$ cat config.mk
export PLATFORM = sky130hd
export DESIGN_NAME = eaps_div_cell
export DESIGN_NICKNAME = d
export VERILOG_FILES = /design/src/hw/rtl/eaps_pkg.sv /design/src/hw/rtl/eaps_div_cell.sv
export SDC_FILE = /design/constraint.sdc
export NUM_CORES = 1
export LEC_CHECK = 0
export ABC_AREA = 0
export BUFFER_PORTS_ARGS = -buffer_cell sky130_fd_sc_hd__buf_2
export CAP_MARGIN = 20
export CORE_MARGIN = 4
export CORE_UTILIZATION = 30
export DETAILED_ROUTE_END_ITERATION = 6
export GPL_TIMING_DRIVEN = 0
export SYNTH_ARGS = -nofsm -noshare
export SYNTH_HDL_FRONTEND = slang
export SYNTH_SLANG_ARGS = --single-unit
$ cat constraint.sdc
create_clock -name clk -period 7.3 [get_ports clk]
set_input_delay 0.365 -clock clk [delete_from_list [all_inputs] [get_ports clk]]
set_output_delay 0.365 -clock clk [all_outputs]
set_load 0.01 [all_outputs]
$ cat src/hw/rtl/eaps_pkg.sv
`timescale 1ns / 1ps
package eaps_pkg;

  // fixed field widths
  localparam int ANGLE_BITS        = 16;
  localparam int COORD_BITS        = 24;
  localparam int RADIUS_BITS       = COORD_BITS - 1;
  localparam int INDEX_BITS        = 12;
  localparam int COUNT_BITS        = 13;
  localparam int MAX_POINTS        = 4096;
  localparam int CORDIC_STAGES_DEF = 16;
  localparam int ATAN_LEN          = 24;

  // divider: numerator 2*idx*span + den, divisor 2*den
  localparam int NUM_BITS = 30;
  localparam int REM_BITS = 13;
  localparam int Q_BITS   = ANGLE_BITS;

  // rotator datapath, Q2.30 with headroom
  localparam int VEC_BITS = 34;
  localparam logic signed [VEC_BITS-1:0] CORDIC_GAIN = 34'sd652032874;

  // config register indexes
  localparam logic [2:0] REG_CENTER_X    = 3'd0;
  localparam logic [2:0] REG_CENTER_Y    = 3'd1;
  localparam logic [2:0] REG_RADIUS_X    = 3'd2;
  localparam logic [2:0] REG_RADIUS_Y    = 3'd3;
  localparam logic [2:0] REG_START_ANGLE = 3'd4;
  localparam logic [2:0] REG_END_ANGLE   = 3'd5;
  localparam logic [2:0] REG_POINT_COUNT = 3'd6;

  typedef struct packed {
    logic                v;
    logic                err;
    logic [REM_BITS-1:0] rem;
    logic [NUM_BITS-1:0] num;
    logic [Q_BITS-1:0]   q;
  } div_word_t;

  typedef struct packed {
    logic                       v;
    logic                       err;
    logic                       neg;
    logic signed [VEC_BITS-1:0] x;
    logic signed [VEC_BITS-1:0] y;
    logic signed [VEC_BITS-1:0] z;
  } rot_word_t;

  typedef struct packed {
    logic signed [COORD_BITS-1:0] x;
    logic signed [COORD_BITS-1:0] y;
    logic                         err;
  } point_t;

  // atan(2^-i) in units of 2^-32 turn
  function automatic logic [31:0] atan_turn(input int i);
    logic [31:0] r;
    case (i)
      0:  r = 32'h20000000;
      1:  r = 32'h12E4051E;
      2:  r = 32'h09FB385B;
      3:  r = 32'h051111D4;
      4:  r = 32'h028B0D43;
      5:  r = 32'h0145D7E1;
      6:  r = 32'h00A2F61E;
      7:  r = 32'h00517C55;
      8:  r = 32'h0028BE53;
      9:  r = 32'h00145F2F;
      10: r = 32'h000A2F98;
      11: r = 32'h000517CC;
      12: r = 32'h00028BE6;
      13: r = 32'h000145F3;
      14: r = 32'h0000A2F9;
      15: r = 32'h0000517C;
      16: r = 32'h000028BE;
      17: r = 32'h0000145F;
      18: r = 32'h00000A2F;
      19: r = 32'h00000517;
      20: r = 32'h0000028B;
      21: r = 32'h00000145;
      22: r = 32'h000000A2;
      23: r = 32'h00000051;
      default: r = 32'h0;
    endcase
    return r;
  endfunction

endpackage

$ cat src/hw/rtl/eaps_div_cell.sv
`timescale 1ns / 1ps
module eaps_div_cell import eaps_pkg::*; (
  input  logic                clk,
  input  logic                rst,
  input  logic                en,
  input  logic [REM_BITS-1:0] divisor,
  input  div_word_t           din,
  output div_word_t           dout
);

  logic [REM_BITS:0] trial;
  logic              take;
  div_word_t         dout_next;

  // one restoring step: bring down the next numerator bit
  always_comb begin
    trial            = {din.rem, din.num[NUM_BITS-1]};
    take             = (trial >= {1'b0, divisor});
    dout_next        = din;
    dout_next.rem    = take ? REM_BITS'(trial - {1'b0, divisor}) : trial[REM_BITS-1:0];
    dout_next.num    = {din.num[NUM_BITS-2:0], 1'b0};
    dout_next.q      = {din.q[Q_BITS-2:0], take};
  end

  always_ff @(posedge clk) begin
    if (rst) begin
      dout.v <= 1'b0;
    end else if (en) begin
      dout <= dout_next;
    end
  end

endmodule

-- After elaboration in Yosys (flattened, before gate mapping)
Index checks and enable logic that the tools add are counted.
W data, S select, Z words.
- add/subtract/negate cells: 1
- multipliers: 0
- div/mod/pow operators: 0
- magnitude comparators: 1
- equality and inequality tests: 0
- shifts and indexed selects: 0
- multiplexer cells: 1
- bitwise logic cells: 1
- reduce and logical (&&, ||, !) cells: 1
- operator list (kind ; number):
    $ge A14 B13 Y1 ; 1
    $mux W13 ; 1
    $sub A13 B13 Y13 ; 1
    $reduce_and A2 Y1 ; 1
    $not A1 Y1 ; 1
- bits in registers: 60
- bits in latches: 0
- memory bits (writable): 0
- bits in read-only memories: 0
- input port bits: 77
- output and inout bits: 61
- word-level logic and storage cells: 10
- memories kept: 0

-- Depth between registers and ports, before layout
- word-level depth: 2
- depth in mapped cells: 10
- depth with buffers taken out: 9

-- Least setup slack after synthesis
OpenSTA, ideal clock, no wires.
- kind: input to register
- start: in rst
- end: reg dout[0] in the netlist's numbering, enable pin
- library setup time: 484 ps
- data arrival time: 3007 ps
- data required time: 6816 ps
- slack: 3809 ps
- stages on the path: 1
- buffers on the path: 0
- cell sequence: nor2b_1
- longest elaborated chain between the ends: 2
- ends and longest elaborated chain (what ; line ; text):
    from (decl) ; eaps_div_cell.sv:4 ; input logic rst,
    $not A1 Y1 (no source line) ; - ;
    $reduce_and A2 Y1 (no source line) ; - ;
    to (signal assigned) ; eaps_div_cell.sv:29 ; dout <= dout_next;
    to (decl) ; eaps_div_cell.sv:8 ; output div_word_t dout
Every way passes these cells.
A chain may end at the register's enable or synchronous reset.

==> metrics.md <==
| Metric | Value |
|---|---|
| Status | completed |
| Placed Area | 3512 um2 |
| Pwr dens | 221.1 nW/um2 |
| Reg2Reg Depth | 2 |
| Design area | 3669 um2 |
| PortBufs | 135 |
| Largest Register | dout |
| Worst path max stage delay | 0.40 ns |
| Leakage | 1.641 nW |
| Synth Cell Area | 2674 um2 |
| Post-cts resize count | 0 |
| Crit Reg-Reg Endpoint | dout[60] |
| Global-route wire length before repair | 9.294 mm |
| Number of global-route vias before repair | 1914 |
| EDFF count, synth | 59 |
| Worst-path clk slew | 0.07 ns |
| Sink Count | 60 |
| Unique cell type count in the Yosys netlist | 43 |
| NumNets Final | 411 |
| Clock Tree Root | clkbuf_8 |
| Asr flop ratio synth | 0 |
| Antenna cells | 0 |
| Most common cell after layout, fill and taps aside | buf_2 |
| Routed WL per cell | 14.91 um |
| Layout cell share with drive strength beyond 1 | 0.5216 |
| Clock Skew | 0 ns |
| TritonCTS clock tree | done |
| CP Cell Sequence | buf_2 -> inv_1 -> ha_1 -> fa_1 -> nand2b_2 -> a21oi_2 -> o21ai_2 -> a211oi_2 -> o32a_2 -> buf_12 -> mux2_4 |
| CTS Hold Bufs | 0 |
| CTS Buffer Depth | 2 |
| Max_slew headroom | 0.5147 |
| Post-CTS setup buffer count | 0 |
| Tmin final | 2.440 ns |
| Reg2Reg Launch Point | dout[60] |
| I/O pin count | 138 |
| Largest register FFs | 60 |
| Dpl hpwl | 5.209 mm |
| GR met3 Demand/Resource | 0.05734 |
| Worst path slowest cell | fa_1 |
| Most used flip-flop cell after synthesis | edfxtp_1 |
| Post-synthesis sequential area ratio | 0.6701 |
| Final period util | 0.3342 |
| Worst Hold Depth | 1 |
| Met1 Usage GRT | 0.1317 |
| Syn Nets | 264 |
| Met2 global-route usage | 0.1969 |
| Syn_area_per_cell | 15.46 um2 |
| Die H | 102.4 um |
| Reg power frac | 0.514 |
| RSZ-0062 raised after global routing | false |
| Placer Congestion | 0.7665 |
| DRC violations left | 0 |
| Combinational power share | 0.189 |
| Initial antenna violation count | 0 |
| Post-Syn Instances | 173 |
| Maximum clock frequency | 0.4099 GHz |
| IR Drop Worst-Case VDD | 76.38 uV |
| Skew-Pair Late Insertion Delay | 0.32 ns |
| Max Cap Violations | 0 |
| Largest net degree at the start of global routing | 38 |
| Part of the power in the clock network | 0.297 |
| Post-DR vias/cell | 4.481 |
| Slew @ Worst Pin | 0.7264 ns |
| Die W | 102.4 um |
| Crit end category | register |
| Die area | 10490 um2 |
| Inserted Clock Buffers | 9 |
| Max Fanout on Critical Path | 10 |
| Core area | 8678 um2 |
| Total routed wirelength | 6.440 mm |
| Total negative slack | 0 ns |
| Sw frac | 0.2538 |
| Vias | 1936 |
| Layer carrying the most global-route usage | met2 |
| Type of the worst setup path | primary input to register |
| Critical Path RT | 7.38 ns |
| YS warnings | 0 |
| Bufs and invs on worst path | 3 |
| Pint | 0.6054 mW |
| Fin. max-slew vios | 0 |
| DRT Pass-1 Iters | 4 |
| Switching pwr | 0.2059 mW |
| Global route overflow | 0 |
| Synth Register Bits | 60 |
| # rows | 34 |
| Drt initial violations | 44 |
| GRT Util Overall | 0.1178 |
| Final Hold Fails | 0 |
| Top Registers | dout: 60 flops |
| CTS H-Tree Depth | 3 |
| Hold path start | din[8] |
| Hold Crit Class | primary input to register |
| Delay-heaviest family, CP | compound AO/OA/AOI/OAI gates |
| Post-route ant nets | 0 |
| Reg2reg setup slack | 6.73 ns |
| Initial Util | 0.3081 |
| Final setup viols | 0 |
| Most frequent cells in the layout | buf_2, edfxtp_1, inv_1, ha_1 |
| Synthesis-to-layout area growth | 37.20% |
| Critical path launch point type | primary input |
| Worst Path Arrival | 2.52 ns |
| Hold endpoint | dout[9] |
power groups by stage:
stage	clock network, mW	logic [mW]	registers, mW
6_report	0.241	0.153	0.417
5_1_grt	0.269	0.170	0.419
4_1_cts	0.252	0.157	0.417
3_5_place_dp	0	0.156	0.424
3_3_place_gp	0	0.151	0.426
2_1_floorplan	0	0.0780	0.441
cell type report:
cell class / count / area, um2
Buffer: 2 / 27.53
Clock buffer: 9 / 123.9
Fill cell: 840 / 5010
Multi-Input combinational cell: 96 / 805.8
Clock inverter: 6 / 32.53
Inverter: 15 / 56.30
Tap cell: 108 / 135.1
Timing Repair Buffer: 136 / 695.7
Sequential cell: 60 / 1792
Yosys cell counts (all sizes together), types with 2 or more instances:
cell / count / share of area
o21ai: 6 / 0.013
mux2: 11 / 0.056
a21oi: 9 / 0.018
edfxtp: 59 / 0.66
nor3: 2 / 0.0037
inv: 15 / 0.021
or2: 2 / 0.0047
mux2i: 3 / 0.011
ha: 13 / 0.061
a211oi: 3 / 0.010
buf: 2 / 0.010
xnor2: 4 / 0.013
nor2: 9 / 0.013
nand2: 4 / 0.0056
nor2b: 3 / 0.0070
nand2b: 4 / 0.010
nand3: 2 / 0.0037
a21o: 2 / 0.0056
xor2: 5 / 0.016
cells by family (layout without fill, tap and decap cells):
logic type	count (synthesis)	after routing	synth area share
buffers and inverters	17	168	0.03135
other	1	1	0.001402
AOI/OAI and AO/OA	26	26	0.06598
and+or+nand+nor	32	32	0.06599
adders and majority gates	14	14	0.06832
xor gates and xnor gates	9	9	0.02948
DFF	60	60	0.6701
muxes	14	14	0.06738
worst max path at each step:
stage / start / endpoint / slack [ns] / cells after the start
floorplan: rst / dout[0] / 3.81 / 1
global placement: en / dout[13] / 2.54 / 2
detailed placement: din[45] / dout[51] / 4.48 / 11
CTS: din[45] / dout[51] / 4.84 / 11
global route: din[45] / dout[51] / 4.76 / 11
finish: din[45] / dout[51] / 4.86 / 11
per-layer routing:
layer,share of wire,up-vias
li1,-,938
met1,0.39,888
met2,0.47,102
met3,0.13,8
met4,0.011,0
met5,0,-
worst reg2reg max path, delay by kind of cell (launching register included):
family           cells  cell delay [ns]
flip-flops           1             0.31
multiplexers         1             0.12
AND/OR/NAND/NOR      1             0.05
stage by stage:
step | total power [mW] | hold slack (ns) | setup slack [ns] | util | cells
2_1_floorplan | 0.5186 | 0.4374 | 3.809 | - | 173
3_3_place_gp | 0.5766 | 0.4697 | 2.538 | 0.4015 | 416
3_5_place_dp | 0.5806 | 0.4880 | 4.484 | 0.4047 | 417
4_1_cts | 0.8261 | 0.1938 | 4.838 | 0.4227 | 432
5_1_grt | 0.8574 | 0.1784 | 4.757 | 0.4227 | 432
6_report | 0.8112 | 0.2129 | 4.860 | 0.4227 | 432
No activity file was read; power rests on OpenSTA's default activity.
