`src/hw/rtl/eaps_pkg.sv`:
```
`timescale 1ns / 1ps
package eaps_pkg;

  // fixed field widths
  localparam int ANGLE_BITS        = 16;
  localparam int COORD_BITS        = 24;
  localparam int RADIUS_BITS       = COORD_BITS - 1;
  localparam int INDEX_BITS        = 12;
  localparam int COUNT_BITS        = 13;
  localparam int MAX_POINTS        = 4096;
  localparam int CORDIC_STAGES_DEF = 16;
  localparam int ATAN_LEN          = 24;

  // divider: numerator 2*idx*span + den, divisor 2*den
  localparam int NUM_BITS = 30;
  localparam int REM_BITS = 13;
  localparam int Q_BITS   = ANGLE_BITS;

  // rotator datapath, Q2.30 with headroom
  localparam int VEC_BITS = 34;
  localparam logic signed [VEC_BITS-1:0] CORDIC_GAIN = 34'sd652032874;

  // config register indexes
  localparam logic [2:0] REG_CENTER_X    = 3'd0;
  localparam logic [2:0] REG_CENTER_Y    = 3'd1;
  localparam logic [2:0] REG_RADIUS_X    = 3'd2;
  localparam logic [2:0] REG_RADIUS_Y    = 3'd3;
  localparam logic [2:0] REG_START_ANGLE = 3'd4;
  localparam logic [2:0] REG_END_ANGLE   = 3'd5;
  localparam logic [2:0] REG_POINT_COUNT = 3'd6;

  typedef struct packed {
    logic                v;
    logic                err;
    logic [REM_BITS-1:0] rem;
    logic [NUM_BITS-1:0] num;
    logic [Q_BITS-1:0]   q;
  } div_word_t;

  typedef struct packed {
    logic                       v;
    logic                       err;
    logic                       neg;
    logic signed [VEC_BITS-1:0] x;
    logic signed [VEC_BITS-1:0] y;
    logic signed [VEC_BITS-1:0] z;
  } rot_word_t;

  typedef struct packed {
    logic signed [COORD_BITS-1:0] x;
    logic signed [COORD_BITS-1:0] y;
    logic                         err;
  } point_t;

  // atan(2^-i) in units of 2^-32 turn
  function automatic logic [31:0] atan_turn(input int i);
    logic [31:0] r;
    case (i)
      0:  r = 32'h20000000;
      1:  r = 32'h12E4051E;
      2:  r = 32'h09FB385B;
      3:  r = 32'h051111D4;
      4:  r = 32'h028B0D43;
      5:  r = 32'h0145D7E1;
      6:  r = 32'h00A2F61E;
      7:  r = 32'h00517C55;
      8:  r = 32'h0028BE53;
      9:  r = 32'h00145F2F;
      10: r = 32'h000A2F98;
      11: r = 32'h000517CC;
      12: r = 32'h00028BE6;
      13: r = 32'h000145F3;
      14: r = 32'h0000A2F9;
      15: r = 32'h0000517C;
      16: r = 32'h000028BE;
      17: r = 32'h0000145F;
      18: r = 32'h00000A2F;
      19: r = 32'h00000517;
      20: r = 32'h0000028B;
      21: r = 32'h00000145;
      22: r = 32'h000000A2;
      23: r = 32'h00000051;
      default: r = 32'h0;
    endcase
    return r;
  endfunction

endpackage

```
`src/hw/rtl/eaps_skid.sv`:
```
`timescale 1ns / 1ps
module eaps_skid import eaps_pkg::*; (
  input  logic   clk,
  input  logic   rst,
  input  logic   in_valid,
  output logic   in_ready,
  input  point_t in_word,
  output logic   out_valid,
  input  logic   out_ready,
  output point_t out_word
);

  logic   skid_valid;
  point_t skid_word;

  assign in_ready = !skid_valid;

  // output register plus one spare entry
  always_ff @(posedge clk) begin
    if (rst) begin
      out_valid  <= 1'b0;
      skid_valid <= 1'b0;
    end else if (out_ready || !out_valid) begin
      if (skid_valid) begin
        out_valid  <= 1'b1;
        out_word   <= skid_word;
        skid_valid <= 1'b0;
      end else begin
        out_valid <= in_valid;
        out_word  <= in_word;
      end
    end else if (in_valid && !skid_valid) begin
      skid_word  <= in_word;
      skid_valid <= 1'b1;
    end
  end

endmodule

```
`config.mk`:
```
export PLATFORM = sky130hd
export DESIGN_NAME = eaps_skid
export DESIGN_NICKNAME = d
export VERILOG_FILES = /design/src/hw/rtl/eaps_pkg.sv /design/src/hw/rtl/eaps_skid.sv
export SDC_FILE = /design/constraint.sdc
export NUM_CORES = 1
export LEC_CHECK = 0
export BUFFER_PORTS_ARGS = -buffer_cell sky130_fd_sc_hd__clkbuf_2
export CORE_ASPECT_RATIO = 1.25
export CORE_MARGIN = 2
export CORE_UTILIZATION = 58
export CTS_BUF_LIST = sky130_fd_sc_hd__clkbuf_8
export CTS_CLUSTER_DIAMETER = 30
export CTS_CLUSTER_SIZE = 12
export DETAILED_ROUTE_END_ITERATION = 10
export PLACE_DENSITY = 0.87
export RECOVER_POWER = 50
export SETUP_SLACK_MARGIN = 0.5
export SYNTH_ARGS = -nofsm -noshare
export SYNTH_HDL_FRONTEND = slang
export SYNTH_SLANG_ARGS = --single-unit
```
`constraint.sdc`:
```
create_clock -name clk -period 9.9 [get_ports clk]
set_input_delay 0.495 -clock clk [delete_from_list [all_inputs] [get_ports clk]]
set_output_delay 0.495 -clock clk [all_outputs]
set_load 0.01 [all_outputs]
```
Word-level counts from Yosys, hierarchy flattened
Cells that the tools add are included.

Bits of input ports: 53. Flip-flop bits (word level): 100. Logic and storage cells: 19. Output and inout port bits: 51.

Multiplexer cells: 2. Reductions and logical operators: 7. Bitwise operators: 2.

Operators with widths (count): 49-bit 2-to-1 mux (1); 3-bit AND reduction (1); 1-bit logical NOT (2); 1-bit NOT (2); 2-bit AND reduction (1); 2-bit OR reduction (1); 1-bit logical AND (1); 1-bit logical OR (1); 1-bit 2-to-1 mux (1).

Depth between registers and ports, before layout
Gate-level depths: netlist (run 1).

Depth in word-level cells: 4. Mapped depth: 4. Gate-level depth less buffers: 2.

Least setup slack after synthesis (run 1)
No wires, ideal clock.

Path kind: in2reg. From: input out_ready. To: register out_word[0] (netlist bit) (enable). Data arrival time: 2907 ps. Buffers on the path: 0. Required time: 9438 ps. Library setup time: 462 ps. Slack: 6531 ps. Stages: 2. Cell sequence: nand2b_1 -> nor2b_1.

Longest elaborated chain between the ends: 2.

RTL lines: start: declaration (RTL line eaps_skid.sv:9) `input logic out_ready,`; 1-bit logical OR (RTL line eaps_skid.sv:23) `end else if (out_ready || !out_valid) begin`; 2-bit AND reduction (no source line); end signal: assignment (RTL line eaps_skid.sv:26) `out_word <= skid_word;`; end signal: assignment (RTL line eaps_skid.sv:30) `out_word <= in_word;`; end: declaration (RTL line eaps_skid.sv:10) `output point_t out_word`.

Every way passes these cells. A chain may end at the register's enable or synchronous reset.

Worst setup path in the final report (run 1)
From: register skid_valid. To: output in_ready.

Longest elaborated chain between the ends: 1.

RTL lines: start: declaration (RTL line eaps_skid.sv:13) `logic skid_valid;`; start signal: assignment (RTL line eaps_skid.sv:22) `skid_valid <= 1'b0;`; start signal: assignment (RTL line eaps_skid.sv:27) `skid_valid <= 1'b0;`; start signal: assignment (RTL line eaps_skid.sv:34) `skid_valid <= 1'b1;`; 1-bit logical NOT (RTL line eaps_skid.sv:16) `assign in_ready = !skid_valid;`; end: declaration (RTL line eaps_skid.sv:6) `output logic in_ready,`.

Every way passes these cells.

==> flow_metrics.tcl, run 1 <==
set metrics [dict create \
    initialDrtViolationCount 107 \
    grt_pass1_wl_um 8450 \
    maxSlewHeadroom_pct -84.2 \
    setup_viol 0 \
    core_um2 6520 \
    clock_sinks 100 \
    start_util_pct 59.4 \
    wl_um 6000 \
    post_cts_buffers 0 \
    drt-wirelength-per-cell_um 16.6 \
    ir_worst_vdd_mv 0.136 \
    fin_skew_ps 4.35 \
    place_congestion 0.764 \
    finalHoldViolations 0 \
    die-area_um2 7360 \
    syn_inst 162 \
    nets 326 \
    clockRootBuffer "clkbuf_8" \
    cts_tree "yes" \
    ys_seq_elements 100 \
    status "finished, violations left" \
    p_leak_nw 1.48 \
    grt_overflow 0 \
    grt_max_degree 53 \
    tightest_slew_ps 2760 \
    fp.dieH_um 95.4 \
    nFillCells 511 \
    worstPathRequired_ps 9410 \
    syn_to_final_growth_pct 13.8 \
    fin_crit_sh_pct 33.9 \
    drv_slew 103 \
    cts.path.max_buffers 2 \
    synthesis.area_um2 3880 \
    maxCapViolations 2 \
    synth_cell_types 13 \
    antenna_found_initial 0 \
    yosysSeqAreaShare_pct 77.0 \
    fin_util_pct 67.6 \
    fin_tns_setup_ps 0 \
    rsz0062_at_grt "false" \
    yosysWarningCount 0 \
    min_period_ps 3360 \
    ctsHoldBuffers 0 \
    drive_gt1_share_pct 18.9 \
    cp_max_fo 52 \
    io_buffers 103 \
    grt_pass1_vias 1693 \
    io-pin-count 104 \
    fmax_mhz 298 \
    insertion_delay_ps 340 \
    antenna_left 0 \
    synth.net_count 215 \
    hpwl_um 4160 \
    insertedDiodeCount 0 \
    synth.avg_cell_area_um2 23.9 \
    cts_buffers 9 \
    powerDensity_nw_per_um2 181 \
    worstHoldPathType "in -> reg" \
    via_count 1809 \
    die_x_um 77.1 \
    cp_data_arrival_time_ps 2870 \
    cts_max_level 3 \
    clkTransAtPathRegs_ps 80 \
    grt_usage_pct 15.9 \
    route.detailed.drc 0 \
    post_cts_resized 0 \
    vias_per_cell 5.00 \
    endpoint_kind "output pin" \
    critical_path_class "reg -> out" \
    drtPass1Iterations 4 \
    failed_checks "capacitance limit, slew limit" \
    rows 33 \
    cp-start-kind "flip-flop" \
]
-- final timing paths --
path / endpoint / cells past startpoint / slack (ps) / start
worst max-delay path: in_ready / 2 / 6540 / skid_valid
worst min-delay path: skid_word[27] / 1 / 340 / in_word[27]
worst max register to register: skid_word[46] / 2 / 6920 / skid_valid
worst min register to register: out_word[39] / 1 / 540 / skid_word[39]
-- registers in the layout, summed over array words and instances, names as in the netlist --
name        count
skid_word      49
skid_valid      1
out_word       49
out_valid       1
-- synthesized netlist by cell type --
library cell / count / area (µm²)
edfxtp_1: 98 / 2940
mux2_4: 47 / 706
buf_12: 5 / 100
dfxtp_1: 2 / 40.0
mux2_2: 2 / 22.5
a21oi_1: 1 / 5.00
buf_6: 1 / 11.3
inv_1: 1 / 3.75
nand2b_1: 1 / 6.26
nor2_1: 1 / 3.75
nor2b_1: 1 / 6.26
nor3_1: 1 / 5.00
nor4b_4: 1 / 23.8
-- critical path, stage by stage, from the launching register on --
cell and delay, ps:
dfxtp_1 2210, inv_1 90, clkbuf_2 220
-- through the flow --
stage               setup WS (ps)  hold WS, ps  power, mW  instance area, µm²  cells
finish                       6540          341      0.796                4410    362
global route                 6250          308      0.822                4410    362
global placement             8090          529      0.559                4420    349
CTS                          7800          318      0.811                4620    362
detailed placement           8080          535      0.561                4420    349
floorplan                    6530          523      0.533                3880    162
-- final cells by class --
class | count | area [µm²] | area share, %
Inverter | 1 | 3.75 | 0.0851
Clock buffer | 9 | 124 | 2.81
Timing Repair Buffer | 106 | 413 | 9.36
Multi-Input combinational cell | 55 | 709 | 16.1
Sequential cell | 100 | 2980 | 67.6
Tap cell | 87 | 109 | 2.47
Clock inverter | 4 | 68.8 | 1.56
-- report_power, final --
| group | total, mW | switching [mW] | internal (mW) |
|---|---|---|---|
| registers | 0.491 | 0.00641 | 0.484 |
| logic | 0.0514 | 0.0275 | 0.0238 |
| clock network | 0.254 | 0.117 | 0.137 |
| total | 0.796 | 0.151 | 0.645 |
-- cell usage in the layout, fill, tap and decap left out --
master     instances
a21oi_1            1
buf_4              2
bufinv_16          2
clkbuf_1          98
clkbuf_2           6
clkbuf_8           9
clkinv_2           1
dfxtp_1            2
edfxtp_1          98
inv_1              2
mux2_1            19
mux2_2             2
mux2_4            28
nand2b_1           1
nor2_1             1
nor2b_2            1
nor3_1             1
nor4b_4            1
-- layer usage --
| metal | up-vias | global-route usage [%] | routed length, µm |
|---|---|---|---|
| met5 | - | 0 | 0 |
| met4 | 0 | 7.74 | 91 |
| met3 | 7 | 4.36 | 327 |
| met2 | 66 | 26.0 | 3040 |
| met1 | 879 | 19.9 | 2540 |
| li1 | 857 | - | - |
-- logic make-up after synthesis --
kind of cell           share of synthesized area [%]
flip-flops                                      77.0
AO/OA/AOI/OAI                                  0.129
AND/OR/NAND/NOR                                 1.16
buffers and inverters                           2.97
multiplexers                                    18.8
(Power assumes the default switching activity.)
==> inputs of run 2 (changes only) <==
CORE_UTILIZATION = 49   (was 58)
PLACE_DENSITY = 0.78   (was 0.87)
clock period = 3.03 ns   (was 9.9 ns; I/O delays follow)
==> flow_metrics.tcl, run 2 (same netlist as run 1, synthesis figures left out) <==
set metrics [dict create \
    fin_crit_sh_pct 74.5 \
    ir_worst_vdd_mv 0.267 \
    largestRegisters "out_word (49), skid_word (49)" \
    final_common_cell "edfxtp_1" \
    power.switching_uw 542 \
    drtPass1Iterations 4 \
    clock_sinks 100 \
    min_period_ps 2260 \
    rows 36 \
    fin_tns_setup_ps 0 \
    cts_buffers 9 \
    drive_gt1_share_pct 20.6 \
    p_leak_nw 1.71 \
    ctsHoldBuffers 47 \
    via_count 1977 \
    maxSlewHeadroom_pct 14.4 \
    worstHoldPathType "in -> reg" \
    rsz0062_at_grt "false" \
    cp-start-kind "flip-flop" \
    syn_to_final_growth_pct 27.1 \
    grt_overflow 0 \
    mostFrequentLayoutCells "98 x edfxtp_1, 94 x clkbuf_1, 47 x dlygate4sd3_1" \
    combinationalPowerShare_pct 8.6 \
    cts_tree "yes" \
    clockRootBuffer "clkbuf_8" \
    core_um2 7750 \
    drv_slew 0 \
    start_util_pct 50.0 \
    post_cts_buffers 0 \
    cp_max_fo 19 \
    io-pin-count 104 \
    fin_skew_ps 10.2 \
    antenna_left 0 \
    antenna_found_initial 0 \
    powerDensity_nw_per_um2 531 \
    fp.dieH_um 103 \
    grt_max_degree 53 \
    fmax_mhz 443 \
    grt_pass1_vias 2064 \
    insertion_delay_ps 340 \
    place_congestion 0.732 \
    holdCritStartpoint "rst" \
    clkTransAtPathRegs_ps 90 \
    finalHoldViolations 0 \
    power_mw 2.62 \
    insertedDiodeCount 0 \
    post_cts_resized 0 \
    grt_pass1_wl_um 10100 \
    grt_usage_pct 15.7 \
    maxCapViolations 0 \
    vias_per_cell 4.70 \
    initialDrtViolationCount 160 \
    io_buffers 103 \
    critPathLaunch "out_valid" \
    die-area_um2 8640 \
    wl_um 6880 \
    worstPathRequired_ps 3060 \
    p_int_mw 2.07 \
    cts.path.max_buffers 2 \
    route.detailed.drc 0 \
    sw_frac_of_total_pct 20.7 \
    hold-path-cell-count 2 \
    cts_max_level 3 \
    nets 374 \
    endpoint_kind "flip-flop" \
    pwr-share-clk_pct 30.2 \
    cp_data_arrival_time_ps 2290 \
    critical_path_class "reg -> reg" \
    p_seq_share_pct 61.2 \
    tightest_slew_ps 1280 \
    setup_viol 0 \
    status "complete, no violations" \
    reg2regPathDepth 3 \
    hpwl_um 4280 \
    drt-wirelength-per-cell_um 16.3 \
    reg2reg_from "out_valid" \
    die_x_um 83.6 \
]
==> run 2: changes by cell type in the layout (fill, tap and decap cells not counted), sizes merged <==
cell         delta
clkinv          +5
bufinv          -1
inv             -1
dlygate4sd3    +47
buf             +3
clkbuf          -2
==> run 2: stage by stage <==
stage / instances / hold WS [ps] / setup WS [ps] / utilization [%] / area, µm²
after floorplan: 162 / 221 / 351 / - / 3880
after global placement: 358 / 349 / 1290 / 57.3 / 4440
after detailed placement: 358 / 348 / 1250 / 57.3 / 4440
after CTS: 421 / 0.444 / 1230 / 65.7 / 5090
after global routing: 421 / 28.1 / 575 / 63.6 / 4930
final: 421 / 32.4 / 773 / 63.6 / 4930
==> run 2: final timing paths <==
kind | slack (ps) | endpoint
worst max-delay path | 770 | out_word[17]
worst min-delay path | 30 | out_valid
worst max register to register | 770 | out_word[17]
worst min register to register | 550 | out_word[19]
==> run 2: routing by layer <==
metal	vias up	global-route usage (%)	share of wire (%)	routed length, µm
met3	22	2.54	3.6	248
met4	0	10.2	4.2	291
met1	927	17.5	41	2790
met5	-	0	0	0
li1	957	-	-	-
met2	71	28.4	52	3550
==> run 2: cell type report <==
class / instances / area (µm²)
timing repair buffer: 154 / 897
sequential: 100 / 2990
clock buffer: 9 / 124
multi-input combinational: 55 / 741
inverter: 1 / 3.75
clock inverter: 7 / 57.6
tap: 95 / 119
fill: 621 / 2820
==> run 2: power groups by stage <==
stage	clock network (mW)	logic, mW	registers, mW
6_report	0.790	0.225	1.60
5_1_grt	0.851	0.243	1.61
4_1_cts	0.812	0.253	1.60
3_5_place_dp	0	0.204	1.63
3_3_place_gp	0	0.199	1.63
2_1_floorplan	0	0.0906	1.65
==> run 2: critical path, cell delays in order (launching register included) <==
cell      delay, ps
dfxtp_1         320
nand2b_1        160
nor2b_1        1020
buf_4           430
==> inputs of run 3 (changes only) <==
clock period = 1.9 ns   (was 3.03 ns; I/O delays follow)
==> flow_metrics.tcl, run 3 (same netlist as run 1, synthesis figures left out) <==
set metrics [dict create \
    place_congestion 0.727 \
    via_count 2079 \
    timing.final.ws_setup_ps 362 \
    cp_max_fo 27 \
    grt_usage_pct 16.4 \
    cts_tree "yes" \
    ir_worst_vdd_mv 0.537 \
    p_leak_nw 1.85 \
    insertion_delay_ps 350 \
    dpl_cell_area_um2 4480 \
    status "complete, no violations" \
    fin_area_um2 5140 \
    drtPass1Iterations 4 \
    start_util_pct 50.0 \
    antenna_found_initial 0 \
    wl_met3_um 375 \
    nets 389 \
    drv_slew 0 \
    powerDensity_nw_per_um2 820 \
    critical_path_class "reg -> reg" \
    initialDrtViolationCount 85 \
    reg2regPathDepth 3 \
    clock_sinks 100 \
    maxSlewHeadroom_pct 53.3 \
    rsz0062_at_grt "false" \
    wl_met2_um 4100 \
    insertedDiodeCount 0 \
    wl_um 7370 \
    syn_to_final_growth_pct 32.7 \
    grt_pass1_wl_um 10500 \
    finalHoldViolations 0 \
    hpwl_um 4460 \
    core_um2 7750 \
    rows 36 \
    vias_per_cell 4.77 \
    io-pin-count 104 \
    cp-start-kind "flip-flop" \
    power_mw 4.22 \
    fp.dieH_um 103 \
    m1WireLength_um 2810 \
    cts.path.max_buffers 2 \
    cts_max_level 3 \
    fin_tns_setup_ps 0 \
    place_worst_setup_slack_ps 380 \
    setup_viol 0 \
    route.detailed.drc 0 \
    fmax_mhz 650 \
    cp_data_arrival_time_ps 1520 \
    die-area_um2 8640 \
    largestRegisters "out_word (49), skid_word (49)" \
    drive_gt1_share_pct 26.4 \
    hold-path-cell-count 3 \
    antenna_left 0 \
    fin_skew_ps 9.99 \
    drt-wirelength-per-cell_um 16.9 \
    worstHoldPathType "in -> reg" \
    clockRootBuffer "clkbuf_8" \
    maxCapViolations 0 \
    holdWs_ps 57.5 \
    grt_overflow 0 \
    grt_max_degree 38 \
    io_buffers 103 \
    die_x_um 83.6 \
    cts_buffers 9 \
    fin_crit_sh_pct 81.0 \
    min_period_ps 1540 \
    final_common_cell "edfxtp_1" \
    dr.max_layer_used "met4" \
    grt_pass1_vias 2119 \
    clkTransAtPathRegs_ps 90 \
    mostFrequentLayoutCells "98 x edfxtp_1, 91 x clkbuf_1, 50 x dlygate4sd3_1" \
    nFillCells 579 \
    endpoint_kind "flip-flop" \
    worstPathRequired_ps 1890 \
    tightest_slew_ps 700 \
]
## run 3: cell count changes in the layout (fill, tap and decap cells not counted), moves of 2 or more
cell	before	now
mux2_1	10	2
buf_4	4	9
inv_1	1	4
dlygate4sd3_1	47	50
clkbuf_1	94	91
buf_8	0	2
buf_6	0	3
clkinv_2	4	0
clkbuf_2	8	12
mux2_4	37	45
## run 3: area by class of cell
class,count,area [µm²],area share [%]
multi-input combinational,55,786,15.3
clock inverter,7,61.3,1.19
timing repair buffer,169,1070,20.7
clock buffer,9,124,2.41
inverter,1,3.75,0.0730
sequential,100,2980,58.0
tap,95,119,2.31
## run 3: power breakdown
part / switching (mW) / internal (mW) / total (mW)
clock: 0.678 / 0.593 / 1.27
sequential: 0.0271 / 2.52 / 2.55
combinational: 0.176 / 0.221 / 0.397
## run 3: path summary, 6_finish.rpt
check                 start           end  slack (ps)
setup / recovery  out_valid  out_word[38]         360
hold / removal     in_valid    skid_valid          60
setup reg to reg  out_valid  out_word[38]         360
hold reg to reg   out_valid    skid_valid         540
## run 3: timing repair
| item | CTS | global route |
|---|---|---|
| endpoints found under the setup margin | 79 | 77 |
| hold endpoints to repair | 51 | 0 |
| gates cloned | 0 | 3 |
| hold buffers | 50 | 0 |
| resized for setup | 0 | 9 |
| buffers inserted | 1 | 5 |
## run 3: stage by stage
step	instances	util [%]
floorplan	162	-
CTS	428	66.8
global route	436	66.4
detailed placement	361	57.8
global placement	361	57.8
finish	436	66.4
## run 3: worst max-delay path, stage by stage, from the launching register on
cell      delay [ps]
dfxtp_1          350
nand2b_4         100
nor2b_4          140
clkbuf_2         560
## run 3: routing by layer
layer,vias to the layer above,global-route usage (%)
met5,-,0
met3,8,4.13
met1,1012,17.8
li1,989,-
met4,0,6.95
met2,70,30.8
