--- src/hw/rtl/eaps_pkg.sv ---
`timescale 1ns / 1ps
package eaps_pkg;

  // fixed field widths
  localparam int ANGLE_BITS        = 16;
  localparam int COORD_BITS        = 24;
  localparam int RADIUS_BITS       = COORD_BITS - 1;
  localparam int INDEX_BITS        = 12;
  localparam int COUNT_BITS        = 13;
  localparam int MAX_POINTS        = 4096;
  localparam int CORDIC_STAGES_DEF = 16;
  localparam int ATAN_LEN          = 24;

  // divider: numerator 2*idx*span + den, divisor 2*den
  localparam int NUM_BITS = 30;
  localparam int REM_BITS = 13;
  localparam int Q_BITS   = ANGLE_BITS;

  // rotator datapath, Q2.30 with headroom
  localparam int VEC_BITS = 34;
  localparam logic signed [VEC_BITS-1:0] CORDIC_GAIN = 34'sd652032874;

  // config register indexes
  localparam logic [2:0] REG_CENTER_X    = 3'd0;
  localparam logic [2:0] REG_CENTER_Y    = 3'd1;
  localparam logic [2:0] REG_RADIUS_X    = 3'd2;
  localparam logic [2:0] REG_RADIUS_Y    = 3'd3;
  localparam logic [2:0] REG_START_ANGLE = 3'd4;
  localparam logic [2:0] REG_END_ANGLE   = 3'd5;
  localparam logic [2:0] REG_POINT_COUNT = 3'd6;

  typedef struct packed {
    logic                v;
    logic                err;
    logic [REM_BITS-1:0] rem;
    logic [NUM_BITS-1:0] num;
    logic [Q_BITS-1:0]   q;
  } div_word_t;

  typedef struct packed {
    logic                       v;
    logic                       err;
    logic                       neg;
    logic signed [VEC_BITS-1:0] x;
    logic signed [VEC_BITS-1:0] y;
    logic signed [VEC_BITS-1:0] z;
  } rot_word_t;

  typedef struct packed {
    logic signed [COORD_BITS-1:0] x;
    logic signed [COORD_BITS-1:0] y;
    logic                         err;
  } point_t;

  // atan(2^-i) in units of 2^-32 turn
  function automatic logic [31:0] atan_turn(input int i);
    logic [31:0] r;
    case (i)
      0:  r = 32'h20000000;
      1:  r = 32'h12E4051E;
      2:  r = 32'h09FB385B;
      3:  r = 32'h051111D4;
      4:  r = 32'h028B0D43;
      5:  r = 32'h0145D7E1;
      6:  r = 32'h00A2F61E;
      7:  r = 32'h00517C55;
      8:  r = 32'h0028BE53;
      9:  r = 32'h00145F2F;
      10: r = 32'h000A2F98;
      11: r = 32'h000517CC;
      12: r = 32'h00028BE6;
      13: r = 32'h000145F3;
      14: r = 32'h0000A2F9;
      15: r = 32'h0000517C;
      16: r = 32'h000028BE;
      17: r = 32'h0000145F;
      18: r = 32'h00000A2F;
      19: r = 32'h00000517;
      20: r = 32'h0000028B;
      21: r = 32'h00000145;
      22: r = 32'h000000A2;
      23: r = 32'h00000051;
      default: r = 32'h0;
    endcase
    return r;
  endfunction

endpackage

--- src/hw/rtl/eaps_rot_cell.sv ---
`timescale 1ns / 1ps
module eaps_rot_cell import eaps_pkg::*; #(
  parameter int STEP = 0
) (
  input  logic      clk,
  input  logic      rst,
  input  logic      en,
  input  rot_word_t din,
  output rot_word_t dout
);

  localparam logic signed [VEC_BITS-1:0] ATAN =
    $signed({{(VEC_BITS-32){1'b0}}, atan_turn(STEP)});

  rot_word_t dout_next;
  logic signed [VEC_BITS-1:0] dx, dy;

  // one micro-rotation toward zero residual angle
  always_comb begin
    dx        = din.y >>> STEP;
    dy        = din.x >>> STEP;
    dout_next = din;
    if (!din.z[VEC_BITS-1]) begin
      dout_next.x = din.x - dx;
      dout_next.y = din.y + dy;
      dout_next.z = din.z - ATAN;
    end else begin
      dout_next.x = din.x + dx;
      dout_next.y = din.y - dy;
      dout_next.z = din.z + ATAN;
    end
  end

  always_ff @(posedge clk) begin
    if (rst) begin
      dout.v <= 1'b0;
    end else if (en) begin
      dout <= dout_next;
    end
  end

endmodule

--- config.mk ---
export PLATFORM = sky130hd
export DESIGN_NAME = eaps_rot_cell
export DESIGN_NICKNAME = d
export VERILOG_FILES = /design/src/hw/rtl/eaps_pkg.sv /design/src/hw/rtl/eaps_rot_cell.sv
export SDC_FILE = /design/constraint.sdc
export NUM_CORES = 1
export LEC_CHECK = 0
export BUFFER_PORTS_ARGS = -buffer_cell sky130_fd_sc_hd__buf_2
export CAP_MARGIN = 0
export CORE_MARGIN = 5
export CORE_UTILIZATION = 35
export CTS_BUF_LIST = sky130_fd_sc_hd__clkbuf_4 sky130_fd_sc_hd__clkbuf_8 sky130_fd_sc_hd__clkbuf_16
export DETAILED_ROUTE_END_ITERATION = 7
export PLACE_DENSITY = 0.55
export REMOVE_ABC_BUFFERS = 1
export SYNTH_ARGS = -nofsm -noshare
export SYNTH_HDL_FRONTEND = slang
export SYNTH_SLANG_ARGS = --single-unit
--- constraint.sdc ---
create_clock -name clk -period 7.9 [get_ports clk]
set_input_delay 1.185 -clock clk [delete_from_list [all_inputs] [get_ports clk]]
set_output_delay 1.185 -clock clk [all_outputs]
set_load 0.05 [all_outputs]
**Word level (Yosys, flattened, before mapping)**

Cells that the tools add are included.

- Add/subtract/negate cells: 5
- Multiplexer cells: 1
- Bitwise operators: 1
- Reductions and logical operators: 1

Operators with widths:

| operator | number |
|---|---|
| 102-bit two-way mux | 1 |
| 34-bit subtractor | 2 |
| 34-bit by 31-bit adder with 34-bit output (second input constant) | 1 |
| 34-bit adder | 1 |
| 34-bit by 31-bit subtractor with 34-bit output (second input constant) | 1 |
| 2-bit AND reduction | 1 |
| 1-bit NOT | 1 |

- Register bits: 105
- Bits of input ports: 108
- Output and inout port bits: 105
- Logic and storage cells: 14

**Longest topological paths before layout**

Gate-level depths: netlist of the first run.

- Depth in word-level cells: 2
- Gate-level depth with buffers: 12
- Depth with buffers taken out: 12

**Least setup slack after synthesis of the first run**

OpenSTA, ideal clock, no wires.

- Path type: input port to flip-flop
- Start point: input rst
- End point: register dout[0] (netlist bit), enable pin
- Setup time: 580 ps
- Arrival: 5765 ps
- Required time: 7320 ps
- Path slack: 1556 ps
- Stages on the path: 1
- Path buffers: 0
- Path through: nor2b_1

- Word-level cells in the longest chain between the ends: 2

RTL lines:

| item | RTL line | text |
|---|---|---|
| start: declaration | eaps_rot_cell.sv:6 | `input logic rst,` |
| 1-bit NOT (no line) | - |  |
| 2-bit AND reduction (no line) | - |  |
| end signal: assignment | eaps_rot_cell.sv:38 | `dout <= dout_next;` |
| end: declaration | eaps_rot_cell.sv:9 | `output rot_word_t dout` |

Every way passes these cells.
A chain may end at the register's enable or synchronous reset.

==> results.py, run 1 <==
metrics = {
    "timing": {
        "fin_crit_ps": 4080,
        "slew_viol_final": 0,
        "setup_viol": 0,
        "hold_viol": 0,
        "relSlewSlack": 0.311,
        "tightest_slew_ps": 1030,
        "fmax_ghz": 0.245,
        "worst_slack_ps": 3820,
        "fin_worst_skew_ps": 0,
        "rsz0062_at_grt": "no",
        "post-route-period-util": 0.516,
        "finalSetupTns_ps": 0,
    },
    "worst_setup_path": {
        "crit_path_cell_trace": "buf_2 > inv_1 > ha_1 > nor2_1 > nand3_1 > a21oi_1 > a211oi_1 > a21oi_2 > a211o_1 > a41oi_1 > mux2i_1 > xnor2_1",
        "cp-startpoint": "din[48]",
        "worstPathRequired_ps": 8020,
        "start_kind": "primary input",
        "rr_startpoint": "dout[104]",
        "worstPathArrival_ps": 4200,
        "max_stage_delay_ps": 580,
        "crit_fanout": 15,
        "cp_slowest_cell": "ha_1",
        "path_buf_inv": 2,
        "cp_top_family": "compound AO/OA/AOI/OAI gates",
        "worstSetupPathType": "primary input to register",
        "cp-end-kind": "register",
    },
    "routing": {
        "drc": 0,
        "ant_nets": 0,
        "wire_per_inst_um": 18.9,
        "via_per_inst": 5.32,
        "first_iter_violations": 762,
        "dr.pass1.iters": 5,
        "num_vias": 8024,
        "wl_um": 28600,
    },
    "cells_and_area": {
        "top_regs": "dout: 104 flops",
        "utilization": 0.419,
        "layout-drive-gt1-share": 0.209,
        "finish.instance_area_sq_um": 10600,
        "syn_to_final_growth_pct": 18.3,
        "top_register": "dout",
        "nets": 1388,
        "diodes": 0,
        "largest_reg_flops": 104,
    },
    "place": {
        "dp_slack_ps": 3530,
        "port_buffers": 212,
        "hpwl_um": 22700,
        "place_congestion": 0.934,
        "place_area_sq_um": 10200,
    },
    "global_route": {
        "grt_pass1_vias": 7768,
        "overflow": 0,
        "antenna_found_initial": 0,
        "grt_pass1_wl_um": 43300,
        "grt.total_usage": 0.190,
        "grt_max_degree": 79,
    },
    "cts": {
        "clock_sinks": 104,
        "cts.repair.resized": 0,
        "numCtsBuffers": 9,
        "h-tree-depth": 3,
        "clock_path_buffers": 2,
        "postCtsHoldBufs": 0,
        "clk_latency_ps": 360,
        "root_buffer": "clkbuf_16",
        "clkTransAtPathRegs_ps": 90,
        "cts_tree": "built",
        "post-cts-setup-buffer-count": 0,
    },
    "logic_synthesis": {
        "synth_seq_cells": 104,
        "synth_mux_area_frac": 0.0213,
        "synth_xor_xnor_area_share": 0.0657,
        "yosys_warnings": 0,
        "avgSynthCellArea_sq_um": 9.00,
        "synth.distinct_cells": 70,
        "synth_cells": 992,
        "synth_edf_count": 103,
        "syn-cell-area_sq_um": 8930,
        "ys_dominant_reg_cell": "edfxtp_1",
        "synth-simple-area-share": 0.116,
        "synth_compound_gate_area_share": 0.230,
        "synthArstFlopShare": 0,
        "synth_top_family_by_area": "compound AO/OA/AOI/OAI gates",
        "synth_fa_ha_area_frac": 0.152,
        "yosysSeqAreaShare": 0.349,
    },
    "floorplanning": {
        "die_area_sq_um": 28800,
        "initial_core_util": 0.355,
        "die_h_um": 170,
        "coreArea_sq_um": 25200,
        "ios": 213,
        "fp-row-count": 58,
        "die_w_um": 170,
    },
    "power": {
        "combinationalPowerShare": 0.396,
        "sequentialPowerShare": 0.356,
        "intPower_mw": 1.15,
        "power_density_nw_per_um2": 186,
        "clockPowerShare": 0.249,
        "p_sw_mw": 0.821,
        "max-vdd-ir-drop_mv": 0.0885,
        "power_leakage_nw": 4.64,
        "switching_share": 0.417,
    },
    "run_status": {
        "status": "finished, final reports clean",
    },
    "run": {
        "max_cap_viol_count": 0,
    },
    "min_path": {
        "hold_path_class": "register to register",
        "hold_start": "dout[104]",
    },
}
-- cells in the final DEF, fill, tap and decap left out, types with 26 or more instances in the layout --
master,instances
a21oi_1,127
ha_1,102
o21ai_0,68
inv_1,103
nand2_1,52
o21bai_1,26
edfxtp_1,103
xnor2_1,55
nor2_1,67
buf_2,212
-- worst paths after layout --
| path | to | slack [ps] | cells past startpoint |
|---|---|---|---|
| worst min register to register | dout[104] | 500 | 2 |
| worst max-delay path | dout[98] | 3820 | 12 |
| worst min-delay path | dout[104] | 500 | 2 |
| worst max register to register | dout[104] | 7320 | 2 |
-- worst register-to-register path: cells and delay by family, from the launching register on --
family           cells  cell delay, ps
multiplexers         1             120
flip-flops           1             310
AND/OR/NAND/NOR      1              50
-- cells in the mapped netlist (5+ instances only) --
cell        n  area, sq um
a211oi_1    6         45.0
a21o_1     13         97.6
a21oi_1   127          636
a31oi_1    14         87.6
and2_1      6         37.5
buf_1       5         18.8
buf_2      16         80.1
clkbuf_1   22         82.6
edfxtp_1  103         3090
ha_1      102         1280
inv_1     103          387
mux2i_1    19          190
nand2_1    52          195
nand2b_1    6         37.5
nand3_1    11         55.1
nand4_1    14         87.6
nor2_1     67          251
nor2b_1    14         87.6
nor3_1     18         90.1
o211ai_1    8         60.1
o21a_1      9         67.6
o21ai_0    68          340
o21bai_1   26          195
o31ai_1     7         52.6
xnor2_1    55          482
xor2_1     12          105
-- power groups by stage --
stage	Clock (mW)	Combinational (mW)	Sequential [mW]
4_1_cts	0.506	0.775	0.702
3_3_place_gp	0	0.772	0.713
2_1_floorplan	0	0.356	0.906
6_report	0.490	0.779	0.701
5_1_grt	0.525	0.835	0.706
3_5_place_dp	0	0.771	0.714
-- layout make-up --
class / count / area, sq um
multi-input combinational: 735 / 5220
clock inverter: 7 / 91.3
timing repair buffer: 216 / 1090
inverter: 108 / 405
tap: 330 / 413
fill: 2567 / 14600
clock buffer: 9 / 225
sequential: 104 / 3110
-- layer usage --
| metal | track usage | up-vias | part of all wire |
|---|---|---|---|
| met4 | 0.0588 | 0 | 0.020 |
| met1 | 0.268 | 3773 | 0.46 |
| met3 | 0.0238 | 31 | 0.063 |
| met2 | 0.306 | 318 | 0.45 |
| li1 | - | 3902 | - |
| met5 | 0 | - | 0 |
-- stage by stage --
step	hold WS, ps	power [mW]	std cells
floorplan	733	1.26	947
global placement	476	1.48	1493
detailed placement	490	1.49	1493
CTS	512	1.98	1509
global route	550	2.07	1509
finish	505	1.97	1509
-- cells by family after synthesis --
logic type	after synthesis
buffers and inverters	153
muxes	19
adders and majority gates	106
DFF	104
AOI/OAI and AO/OA	329
xor gates and xnor gates	67
and+or+nand+nor	214
(Power assumes the default switching activity.)
==> run 2, diff against run 1 <==
==> constraint.sdc (replaced) <==
create_clock -name clk -period 4.1 [get_ports clk]
set_input_delay 0.615 -clock clk [delete_from_list [all_inputs] [get_ports clk]]
set_output_delay 0.615 -clock clk [all_outputs]
set_load 0.05 [all_outputs]
==> results.py, run 2 (synthesis results as in run 1) <==
metrics = {
    "floorplanning": {
        "fp-row-count": 58,
        "die_area_sq_um": 28800,
        "initial_core_util": 0.355,
        "die_h_um": 170,
        "ios": 213,
        "coreArea_sq_um": 25200,
        "die_w_um": 170,
    },
    "cells_and_area": {
        "layout-drive-gt1-share": 0.220,
        "finish.instance_area_sq_um": 10700,
        "top_register": "dout",
        "nets": 1405,
        "final_cell_mix": "212 x buf_2, 127 x a21oi_1, 103 x inv_1, 103 x edfxtp_1, 102 x ha_1",
        "largest_reg_flops": 104,
        "top_regs": "dout: 104 flops",
        "syn_to_final_growth_pct": 19.8,
        "layout_commonest_cell": "buf_2",
        "utilization": 0.425,
        "diodes": 0,
        "n_fill_cell": 2584,
    },
    "timing": {
        "hold_viol": 0,
        "setup_viol": 0,
        "whs_ps": 415,
        "fin_crit_ps": 3370,
        "tightest_slew_ps": 581,
        "fin_worst_skew_ps": 0,
        "relSlewSlack": 0.609,
        "post-route-period-util": 0.823,
        "rsz0062_at_grt": "no",
        "fmax_ghz": 0.296,
        "worst_slack_ps": 726,
        "slew_viol_final": 0,
        "finalSetupTns_ps": 0,
    },
    "worst_setup_path": {
        "rr_endpoint": "dout[104]",
        "start_kind": "primary input",
        "crit_path_cell_trace": "buf_2 > inv_1 > ha_1 > inv_1 > a21oi_1 > o21ba_2 > o21bai_1 > a221o_1 > a31oi_1 > o211ai_1 > a31oi_1 > xnor2_1",
        "worstPathRequired_ps": 4210,
        "worstPathArrival_ps": 3490,
        "cp_slowest_cell": "ha_1",
        "reg2reg_slack_ps": 3520,
        "reg2regPathDepth": 2,
        "rr_startpoint": "dout[104]",
        "max_stage_delay_ps": 540,
        "worstSetupPathType": "primary input to register",
        "cp-end-kind": "register",
        "crit_fanout": 12,
        "crit_end": "dout[65]",
        "cp-startpoint": "din[46]",
    },
    "routing": {
        "dr.pass1.iters": 5,
        "drc": 0,
        "via_per_inst": 5.31,
        "wl_um": 28100,
        "ant_nets": 0,
        "first_iter_violations": 607,
        "wire_per_inst_um": 18.4,
        "num_vias": 8100,
    },
    "power": {
        "power_density_nw_per_um2": 355,
        "max-vdd-ir-drop_mv": 0.182,
        "power_leakage_nw": 4.73,
    },
    "global_route": {
        "grt_max_degree": 72,
        "antenna_found_initial": 0,
        "grt_pass1_wl_um": 43500,
        "grt_pass1_vias": 7913,
        "overflow": 0,
        "grt.total_usage": 0.190,
    },
    "run": {
        "max_cap_viol_count": 0,
    },
    "cts": {
        "numCtsBuffers": 9,
        "root_buffer": "clkbuf_16",
        "post-cts-setup-buffer-count": 0,
        "clock_path_buffers": 2,
        "postCtsHoldBufs": 0,
        "cts_tree": "built",
        "h-tree-depth": 3,
        "clk_latency_ps": 360,
        "clkTransAtPathRegs_ps": 90,
        "clock_sinks": 104,
        "cts.repair.resized": 0,
    },
    "place": {
        "hpwl_um": 22800,
        "dp_slack_ps": 374,
        "port_buffers": 212,
        "place_congestion": 0.924,
        "place_area_sq_um": 10400,
    },
    "min_path": {
        "hold_start": "din[23]",
        "hold_path_class": "primary input to register",
    },
    "run_status": {
        "status": "finished, final reports clean",
    },
}
## run 2: final cells by class
| cell class | count | area [sq um] | share of cell area |
|---|---|---|---|
| Timing Repair Buffer | 233 | 1230 | 0.115 |
| Tap cell | 330 | 413 | 0.0386 |
| Inverter | 108 | 405 | 0.0379 |
| Multi-Input combinational cell | 735 | 5220 | 0.488 |
| Sequential cell | 104 | 3110 | 0.291 |
| Clock buffer | 9 | 225 | 0.0210 |
| Clock inverter | 7 | 91.3 | 0.00853 |
## run 2: worst min path at each step
stage	slack (ps)	to	depth (start not counted)
floorplan	690	dout[104]	1
global placement	470	dout[104]	2
detailed placement	490	dout[104]	2
CTS	400	dout[15]	1
global route	400	dout[23]	1
finish	410	dout[23]	1
## run 2: per-layer routing
| layer | track usage | part of all wire | up-vias | wire (um) |
|---|---|---|---|---|
| met2 | 0.301 | 0.45 | 319 | 12600 |
| met5 | 0 | 0 | - | 0 |
| li1 | - | - | 3951 | - |
| met3 | 0.0294 | 0.074 | 42 | 2080 |
| met4 | 0.0557 | 0.022 | 0 | 612 |
| met1 | 0.268 | 0.45 | 3788 | 12800 |
## run 2: power by group
group / total [mW] / internal (mW) / leakage [nW] / switching [mW]
Combinational: 1.52 / 0.464 / 3.60 / 1.05
Sequential: 1.35 / 1.32 / 0.975 / 0.0276
Clock: 0.932 / 0.443 / 0.152 / 0.489
## run 2: through the flow
step                      total power, mW  instances
after global routing                 4.01       1526
after detailed placement             2.88       1510
after floorplan                      2.43        947
final                                3.80       1526
after global placement               2.88       1510
after CTS                            3.83       1526
## run 2: worst max-delay path, delay by kind of cell
family	cells	cell delay, ps
xor+xnor	1	100
buf+inv	3	290
fa+ha+maj	1	540
compound gates	7	1920
==> run 3, diff against run 2 <==
--- a/config.mk
+++ b/config.mk
@@ -11,7 +11,7 @@
 export CORE_UTILIZATION = 35
 export CTS_BUF_LIST = sky130_fd_sc_hd__clkbuf_4 sky130_fd_sc_hd__clkbuf_8 sky130_fd_sc_hd__clkbuf_16
 export DETAILED_ROUTE_END_ITERATION = 7
-export PLACE_DENSITY = 0.55
+export PLACE_DENSITY = 0.57
 export REMOVE_ABC_BUFFERS = 1
 export SYNTH_ARGS = -nofsm -noshare
 export SYNTH_HDL_FRONTEND = slang
==> constraint.sdc (replaced) <==
create_clock -name clk -period 3.1 [get_ports clk]
set_input_delay 0.465 -clock clk [delete_from_list [all_inputs] [get_ports clk]]
set_output_delay 0.465 -clock clk [all_outputs]
set_load 0.05 [all_outputs]
==> results.py, run 3 (synthesis results as in run 1) <==
metrics = {
    "cells_and_area": {
        "top_regs": "dout: 104 flops",
        "n_fill_cell": 2498,
        "largest_reg_flops": 104,
        "multi_input_area_sq_um": 5240,
        "layout-drive-gt1-share": 0.307,
        "layout_commonest_cell": "buf_2",
        "top_register": "dout",
        "seqCellArea_sq_um": 3110,
        "final_cells": 1673,
        "diodes": 0,
        "finish.instance_area_sq_um": 11800,
        "utilization": 0.470,
        "syn_to_final_growth_pct": 32.5,
        "final_cell_mix": "212 x buf_2, 166 x buf_4, 127 x a21oi_1",
        "nets": 1552,
    },
    "power": {
        "max-vdd-ir-drop_mv": 0.242,
        "intPower_mw": 3.14,
        "power_density_nw_per_um2": 445,
        "power_leakage_nw": 5.44,
        "combinationalPowerShare": 0.426,
        "clockPowerShare": 0.235,
        "p_total_mw": 5.26,
        "sequentialPowerShare": 0.339,
        "p_sw_mw": 2.12,
        "switching_share": 0.403,
    },
    "timing": {
        "fin_worst_skew_ps": 0,
        "post-route-period-util": 0.930,
        "whs_ps": 265,
        "fmax_ghz": 0.347,
        "tightest_slew_ps": 606,
        "slew_viol_final": 0,
        "hold_viol": 0,
        "setup_viol": 0,
        "finalSetupTns_ps": 0,
        "relSlewSlack": 0.596,
        "fin_crit_ps": 2880,
        "worst_slack_ps": 217,
        "rsz0062_at_grt": "no",
    },
    "cts": {
        "postCtsHoldBufs": 0,
        "numCtsBuffers": 9,
        "clock_sinks": 104,
        "clk_latency_ps": 360,
        "clkTransAtPathRegs_ps": 90,
        "cts_tree": "built",
        "post-cts-setup-buffer-count": 0,
        "root_buffer": "clkbuf_16",
        "clock_path_buffers": 2,
        "h-tree-depth": 3,
    },
    "global_route": {
        "overflow": 0,
        "use_met1": 0.273,
        "grt_max_degree": 104,
        "grt_busiest_layer": "met2",
        "antenna_found_initial": 0,
        "grt_pass1_wl_um": 45400,
        "grt.total_usage": 0.196,
        "grt_util_met2": 0.326,
        "grt_pass1_vias": 8607,
        "met3_usage": 0.0212,
    },
    "worst_setup_path": {
        "path_buf_inv": 3,
        "worstPathArrival_ps": 3010,
        "max_stage_delay_ps": 430,
        "cp_slowest_cell": "a221oi_2",
        "crit_path_cell_trace": "buf_2 > inv_1 > ha_1 > buf_4 > a21oi_1 > o21ai_0 > a22o_1 > a31oi_1 > a21oi_1 > a221oi_2 > o211ai_1 > o21ai_1 > xor2_1",
        "crit_fanout": 8,
        "cp_top_family": "compound AO/OA/AOI/OAI gates",
        "crit_top_cell": "a21oi_1",
        "start_kind": "primary input",
        "worstSetupPathType": "primary input to register",
        "worstPathRequired_ps": 3220,
        "cp-end-kind": "register",
    },
    "floorplanning": {
        "fp-row-count": 58,
        "coreArea_sq_um": 25200,
        "die_w_um": 170,
        "ios": 213,
        "die_h_um": 170,
        "die_area_sq_um": 28800,
        "initial_core_util": 0.355,
    },
    "run_status": {
        "status": "finished, final reports clean",
    },
    "place": {
        "place_area_sq_um": 11500,
        "dp_cells": 1657,
        "place_congestion": 0.917,
        "dp_slack_ps": -312,
        "hpwl_um": 23800,
        "port_buffers": 212,
    },
    "routing": {
        "drc": 0,
        "first_iter_violations": 527,
        "num_vias": 8532,
        "ant_nets": 0,
        "wl_um": 29200,
        "via_per_inst": 5.10,
        "wire_per_inst_um": 17.5,
        "dr.pass1.iters": 5,
    },
    "run": {
        "max_cap_viol_count": 0,
    },
    "min_path": {
        "hold_path_class": "primary input to register",
    },
}
## run 3: area by class of cell
type,count,share of cell area
sequential,104,0.263
tap,330,0.0349
clock inverter,7,0.00772
multi-input combinational,735,0.443
timing repair buffer,380,0.198
clock buffer,9,0.0190
inverter,108,0.0343
## run 3: power by group through the flow
stage                     clock, mW  sequential (mW)  combinational, mW
after floorplan                   0             2.31              0.906
after global placement            0             1.81               2.22
after detailed placement          0             1.82               2.23
after CTS                      1.28             1.79               2.24
after global routing           1.33             1.80               2.42
final                          1.24             1.78               2.24
## run 3: final timing paths
check                               start         to  slack (ps)  depth (start not counted)
worst max-delay path              din[44]  dout[101]         220                         13
worst max register to register  dout[104]  dout[104]        2520                          2
worst min register to register  dout[104]  dout[104]         510                          2
worst min-delay path               din[0]    dout[0]         270                          1
## run 3: per-layer routing
layer  vias up  share of wire
met3        31          0.055
li1       4231              -
met5         -              0
met1      4005           0.46
met4         0          0.018
met2       265           0.47
## run 3: what timing repair did
item,in CTS,in global routing
endpoints found under the setup margin,0,4
resized for setup,0,3
hold endpoints to repair,0,0
## run 3: worst register-to-register path: cells and delay by family (launching register included)
kind | cells | cell delay, ps
and+or+nand+nor | 1 | 50
DFF | 1 | 310
muxes | 1 | 120
